$ cat src/ps2mpt_pkg.sv
// Package: shared types and constants of the PS/2 mouse packet tracker
`default_nettype none
package ps2mpt_pkg;

  localparam int CFG_BITS = 12;

  localparam logic [7:0] ACK_BYTE  = 8'hFA;
  localparam logic [7:0] HDR_MASK  = 8'hC8;
  localparam logic [7:0] HDR_MATCH = 8'h08;

  localparam logic [0:0] CFG_MAX_X = 1'b0;
  localparam logic [0:0] CFG_MAX_Y = 1'b1;

  localparam logic [CFG_BITS-1:0] MAX_X_RESET = 12'd800;
  localparam logic [CFG_BITS-1:0] MAX_Y_RESET = 12'd600;

  typedef struct packed {
    logic              valid;
    logic [2:0]        buttons;
    logic signed [8:0] delta_x;
    logic signed [9:0] delta_y;
  } pkt_t;

endpackage
`default_nettype wire

$ cat src/ps2mpt_frame.sv
// Byte framer: acknowledge wait, header sync and packet assembly
`default_nettype none
module ps2mpt_frame (
  input  wire logic        clk,
  input  wire logic        rst,
  input  wire logic        take,
  input  wire logic [7:0]  rx_byte,
  output ps2mpt_pkg::pkt_t pkt,
  output logic             y_phase
);
  import ps2mpt_pkg::*;

  localparam logic [1:0] PH_ACK = 2'd0;
  localparam logic [1:0] PH_HDR = 2'd1;
  localparam logic [1:0] PH_X   = 2'd2;
  localparam logic [1:0] PH_Y   = 2'd3;

  logic [1:0] phase, phase_next;
  logic [7:0] header_byte;
  logic [7:0] x_byte;

  always_comb begin
    phase_next = phase;
    unique case (phase)
      PH_ACK: if (rx_byte == ACK_BYTE) phase_next = PH_HDR;
      PH_HDR: if ((rx_byte & HDR_MASK) == HDR_MATCH) phase_next = PH_X;
      PH_X:   phase_next = PH_Y;
      PH_Y:   phase_next = PH_HDR;
      default: phase_next = PH_ACK;
    endcase
  end

  always_ff @(posedge clk) begin
    if (rst) begin
      phase       <= PH_ACK;
      header_byte <= '0;
      x_byte      <= '0;
    end else if (take) begin
      phase <= phase_next;
      if (phase == PH_HDR && phase_next == PH_X) header_byte <= rx_byte;
      if (phase == PH_X) x_byte <= rx_byte;
    end
  end

  assign y_phase     = (phase == PH_Y);
  assign pkt.valid   = take && y_phase;
  assign pkt.buttons = header_byte[2:0];
  assign pkt.delta_x = $signed({header_byte[4], x_byte});
  assign pkt.delta_y = -$signed({header_byte[5], header_byte[5], rx_byte});
endmodule
`default_nettype wire

$ cat src/ps2mpt_clamp.sv
// One cursor axis: add the delta and clamp to 0..limit
`default_nettype none
module ps2mpt_clamp #(
  parameter int COORD_BITS = 12
) (
  input  wire logic [COORD_BITS-1:0]           cur,
  input  wire logic signed [9:0]               delta,
  input  wire logic [ps2mpt_pkg::CFG_BITS-1:0] max_val,
  output logic [COORD_BITS-1:0]                pos
);
  import ps2mpt_pkg::*;

  localparam int LW = (COORD_BITS > CFG_BITS) ? COORD_BITS : CFG_BITS;
  localparam int SW = COORD_BITS + 2;

  logic [LW-1:0]         max_ext;
  logic [LW-1:0]         mask_ext;
  logic [COORD_BITS-1:0] limit;
  logic signed [SW-1:0]  sum;

  always_comb begin
    max_ext  = LW'(max_val);
    mask_ext = LW'({COORD_BITS{1'b1}});
    limit    = (max_ext > mask_ext) ? {COORD_BITS{1'b1}} : max_ext[COORD_BITS-1:0];
    sum      = $signed({2'b00, cur}) + SW'(delta);
    priority if (sum < 0) begin
      pos = '0;
    end else if (sum > $signed({2'b00, limit})) begin
      pos = limit;
    end else begin
      pos = sum[COORD_BITS-1:0];
    end
  end
endmodule
`default_nettype wire

$ cat src/ps2_mouse_packet_tracker_unit.sv
// Top level: PS/2 mouse packet tracker with cursor position and clamp
//
//  channel   | direction | payload
//  ----------+-----------+------------------------------------------------
//  s_axis    | in        | rx_byte
//  m_axis    | out       | buttons, delta_x, delta_y, pos_x, pos_y
//  cfg       | in        | max_x (index 0), max_y (index 1)
//
// A packet result lands in the output register on the edge that takes the
// Y byte; bytes flow at one byte per cycle unless a waiting result holds off a Y byte.
// The cursor add and clamp sit between the cursor registers and that register.
// Reset (synchronous) returns to the acknowledge wait with the cursor at 0.
// A waiting result only holds off a Y byte; other bytes are still taken.
`default_nettype none
module ps2_mouse_packet_tracker_unit #(
  parameter int COORD_BITS = 12
) (
  input  wire logic                             clk,
  input  wire logic                             rst,
  input  wire logic                             cfg_we,
  input  wire logic [0:0]                       cfg_index,
  input  wire logic [ps2mpt_pkg::CFG_BITS-1:0]  cfg_data,
  input  wire logic                             s_axis_tvalid,
  output logic                                  s_axis_tready,
  input  wire logic [7:0]                       s_axis_tdata,  // rx_byte
  output logic                                  m_axis_tvalid,
  input  wire logic                             m_axis_tready,
  // buttons, delta_x, delta_y, pos_x, pos_y, zero fill
  output logic [((22+2*COORD_BITS+7)/8)*8-1:0]  m_axis_tdata
);
  import ps2mpt_pkg::*;

  localparam int OUT_BITS = ((22 + 2*COORD_BITS + 7) / 8) * 8;

  logic [CFG_BITS-1:0]   max_x;
  logic [CFG_BITS-1:0]   max_y;
  logic [COORD_BITS-1:0] cursor_x, cursor_y;
  logic [COORD_BITS-1:0] pos_x_next, pos_y_next;
  logic                  take;
  logic                  y_phase;
  pkt_t                  pkt;

  logic [2:0]            buttons;
  logic signed [8:0]     delta_x;
  logic signed [9:0]     delta_y;

  assign s_axis_tready = !y_phase || !m_axis_tvalid || m_axis_tready;
  assign take          = s_axis_tvalid && s_axis_tready;

  always_ff @(posedge clk) begin
    if (rst) begin
      max_x <= MAX_X_RESET;
      max_y <= MAX_Y_RESET;
    end else if (cfg_we) begin
      unique case (cfg_index)
        CFG_MAX_X: max_x <= cfg_data;
        CFG_MAX_Y: max_y <= cfg_data;
        default: ;
      endcase
    end
  end

  ps2mpt_frame u_frame (
    .clk     (clk),
    .rst     (rst),
    .take    (take),
    .rx_byte (s_axis_tdata),
    .pkt     (pkt),
    .y_phase (y_phase)
  );

  ps2mpt_clamp #(.COORD_BITS(COORD_BITS)) u_clamp_x (
    .cur     (cursor_x),
    .delta   (10'(pkt.delta_x)),
    .max_val (max_x),
    .pos     (pos_x_next)
  );

  ps2mpt_clamp #(.COORD_BITS(COORD_BITS)) u_clamp_y (
    .cur     (cursor_y),
    .delta   (pkt.delta_y),
    .max_val (max_y),
    .pos     (pos_y_next)
  );

  always_ff @(posedge clk) begin
    if (rst) begin
      m_axis_tvalid <= 1'b0;
      cursor_x      <= '0;
      cursor_y      <= '0;
    end else if (pkt.valid) begin
      m_axis_tvalid <= 1'b1;
      cursor_x      <= pos_x_next;
      cursor_y      <= pos_y_next;
    end else if (m_axis_tready) begin
      m_axis_tvalid <= 1'b0;
    end
  end

  always_ff @(posedge clk) begin
    if (pkt.valid) begin
      buttons <= pkt.buttons;
      delta_x <= pkt.delta_x;
      delta_y <= pkt.delta_y;
    end
  end

  assign m_axis_tdata = OUT_BITS'({cursor_y, cursor_x, delta_y, delta_x, buttons});
endmodule
`default_nettype wire

$ cat config.mk
export PLATFORM = sky130hd
export DESIGN_NAME = ps2_mouse_packet_tracker_unit
export DESIGN_NICKNAME = d
export VERILOG_FILES = /design/src/ps2mpt_pkg.sv /design/src/ps2mpt_frame.sv /design/src/ps2mpt_clamp.sv /design/src/ps2_mouse_packet_tracker_unit.sv
export SDC_FILE = /design/constraint.sdc
export NUM_CORES = 1
export LEC_CHECK = 0
export ABC_AREA = 1
export BUFFER_PORTS_ARGS = -buffer_cell sky130_fd_sc_hd__buf_2
export CAP_MARGIN = 0
export CORE_MARGIN = 2
export CORE_UTILIZATION = 60
export DETAILED_ROUTE_END_ITERATION = 7
export PLACE_DENSITY = 0.84
export SLEW_MARGIN = 0
export SYNTH_ARGS = -nofsm -noshare
export SYNTH_HDL_FRONTEND = slang
export SYNTH_SLANG_ARGS = --single-unit
export TNS_END_PERCENT = 30
$ cat constraint.sdc
create_clock -name clk -period 5.7 [get_ports clk]
set_clock_uncertainty 0.2 [all_clocks]
set_input_delay 0.285 -clock clk [delete_from_list [all_inputs] [get_ports clk]]
set_output_delay 0.285 -clock clk [all_outputs]
set_load 0.005 [all_outputs]
==> impl_metrics.json <==
{
  "ioPinCount": 76,
  "hp-class": "input pin to register",
  "max_slew_margin": 0.349,
  "required_ns": 5.74,
  "status": "completed",
  "area_delta_synth_final_pct": 12.3,
  "syn_avg_cell_area_um2": 7.64,
  "path_clk_slew_ns": 0.10,
  "met1_usage": 0.353,
  "synthesis.area_um2": 5510,
  "die_x_um": 99.8,
  "htree_num_levels": 3,
  "rsz0062_at_grt": "false",
  "leakage_nw": 3.00,
  "clkLatencyLatePin_ns": 0.37,
  "tns_ns": 0,
  "cap_violations": 0,
  "period_minus_slack_ns": 4.85,
  "grtUsageMet3": 0.0404,
  "drive_gt1_frac": 0.160,
  "setup_viol_count_final": 0,
  "initial_core_util": 0.626,
  "yosysMostFrequentCell": "nand2_1",
  "antenna_found_initial": 0,
  "ant_nets": 0,
  "startpoint_type": "input pin",
  "synth_cell_types": 41,
  "synth_edf_count": 22,
  "async_flop_share": 0,
  "cts_root_buf": "clkbuf_8",
  "met2_usage": 0.457,
  "cts_tree": "done",
  "tightest_slew_ns": 0.970,
  "place_hpwl_mm": 10.2,
  "post_drt_wl_per_cell_um": 14.6,
  "slowest_delay_ns": 0.53,
  "dr.pass1.iters": 6,
  "power.density_nw_per_um2": 212,
  "post-route-util": 0.703,
  "synth_commonest_cells": "nand2_1, inv_1, a21oi_1",
  "die_area_um2": 9960,
  "drc": 0,
  "clock.fmax_mhz": 206,
  "netlist.area_leader.share": 0.233,
  "yosysSeqAreaShare": 0.352,
  "finalPower_mw": 1.31,
  "post-route-period-util": 0.851,
  "crit_top_cell": "nand3_1",
  "setup.worst_path.end_class": "register",
  "yosys_warnings": 0,
  "hold_violations": 0,
  "via_per_inst": 5.64,
  "n_antenna_cell": 0,
  "post_cts_buffers": 0,
  "die_height_um": 99.8,
  "gp_congestion": 0.882,
  "ys.flop_type": "dfxtp_1",
  "arrival_ns": 4.89,
  "grt_max_degree": 39,
  "cts_buffers": 9,
  "synth-seq-cells": 86,
  "fillers": 713,
  "globalRoute.busiestLayer": "met2",
  "grt_usage": 0.269,
  "yosys.area.top_type": "dfxtp_1",
  "final_nets": 870,
  "synthCells": 721,
  "worstSetupPathType": "input pin to register",
  "clockBufferDepth": 2,
  "port_buffers": 73,
  "slowest_stage": "dlygate4sd3_1",
  "seqCellArea_um2": 1940,
  "wl_mm": 13.1,
  "drt-initial-drc-count": 287,
  "grt_pass1_wl_mm": 21.7,
  "synth.area.top_cells": "dfxtp_1, ha_1, edfxtp_1",
  "coreArea_um2": 8810,
  "vias": 5089,
  "final_area_um2": 6190,
  "cp_max_fo": 13,
  "row_count": 34,
  "grt_pass1_vias": 4719,
  "grt-ovfl-total": 0,
  "multiInputGateArea_um2": 3000,
  "slew_viol_final": 0,
  "ir_worst_vdd_v": 0.000168,
  "cts_sinks": 86,
  "dpl-instance-area_um2": 5900
}
metrics by stage:
| step | std cells | hold WS (ns) | worst slack [ns] |
|---|---|---|---|
| after floorplan | 722 | 0.184 | 1.92 |
| after global placement | 878 | 0.214 | 1.30 |
| after detailed placement | 878 | 0.211 | 1.09 |
| after CTS | 902 | 0.0214 | 0.934 |
| after global routing | 902 | 0.0345 | 0.390 |
| final | 902 | 0.0342 | 0.851 |
cells in the final DEF, fill, tap and decap left out, drive strengths merged, types with 9 or more instances in the layout:
cell type / count
clkbuf: 9
nor2: 21
dfxtp: 64
edfxtp: 22
o21ai: 39
ha: 53
buf: 74
a21oi: 86
xor2: 17
nand2: 144
inv: 123
nand3: 53
nand4: 31
layout make-up:
cell class | instances | area share
clock buffer | 9 | 0.0200
clock inverter | 7 | 0.0129
inverter | 120 | 0.0728
multi-input combinational | 490 | 0.485
sequential | 86 | 0.314
tap | 108 | 0.0218
timing repair buffer | 82 | 0.0732
metal layers:
| layer | share of wire | wire length (um) | up-vias |
|---|---|---|---|
| met2 | 0.49 | 6430 | 174 |
| li1 | - | - | 2547 |
| met1 | 0.44 | 5720 | 2340 |
| met4 | 0.019 | 252 | 0 |
| met3 | 0.056 | 738 | 28 |
| met5 | 0 | 0 | - |
kinds of logic after synthesis:
kind of cell             Yosys count  synth area share
AND/OR/NAND/NOR                  260             0.226
AO/OA/AOI/OAI                    149             0.152
buffers and inverters            146             0.103
flip-flops                        86             0.352
adder cells (fa/ha/maj)           55             0.128
XOR/XNOR                          24            0.0382
other                              1          0.000681
power by group:
| part | internal, mW | leakage [nW] | switching [mW] |
|---|---|---|---|
| combinational | 0.0732 | 2.18 | 0.134 |
| clock | 0.209 | 0.104 | 0.244 |
| sequential | 0.642 | 0.717 | 0.00870 |
| total | 0.924 | 3.00 | 0.387 |
worst max-delay path: cells and delay by family:
kind / cells / cell delay [ns]
buf+inv: 5 / 0.93
xor+xnor: 2 / 0.48
fa+ha+maj: 3 / 0.85
simple gates: 12 / 1.87
compound gates: 4 / 0.47
final timing paths:
path,from,endpoint,slack [ns],cells after the start
worst max-delay path,s_axis_tdata[0],cursor_y[11]$_SDFFE_PP0P_,0.85,26
worst min-delay path,s_axis_tdata[2],u_frame.header_byte[2]$_SDFFE_PP0P_,0.03,3
worst max register to register,cursor_y[0]$_SDFFE_PP0P_,cursor_y[11]$_SDFFE_PP0P_,1.29,17
worst min register to register,u_frame.header_byte[2]$_SDFFE_PP0P_,buttons[2]$_DFFE_PP_,0.23,0
sequential cells by signal, summed over array words and instances, names as in the netlist:
signal               flops
cursor_x                12
cursor_y                12
max_x                   12
max_y                   12
delta_y                 10
delta_x                  9
u_frame.x_byte           8
u_frame.header_byte      5
buttons                  3
u_frame.phase            2
m_axis_tvalid            1
timing repair:
| action | 4_1_cts | 5_1_grt |
|---|---|---|
| resized for setup | 0 | 0 |
| hold buffers | 8 | 0 |
| endpoints found under the hold margin | 9 | 0 |
(Power assumes the default switching activity.)
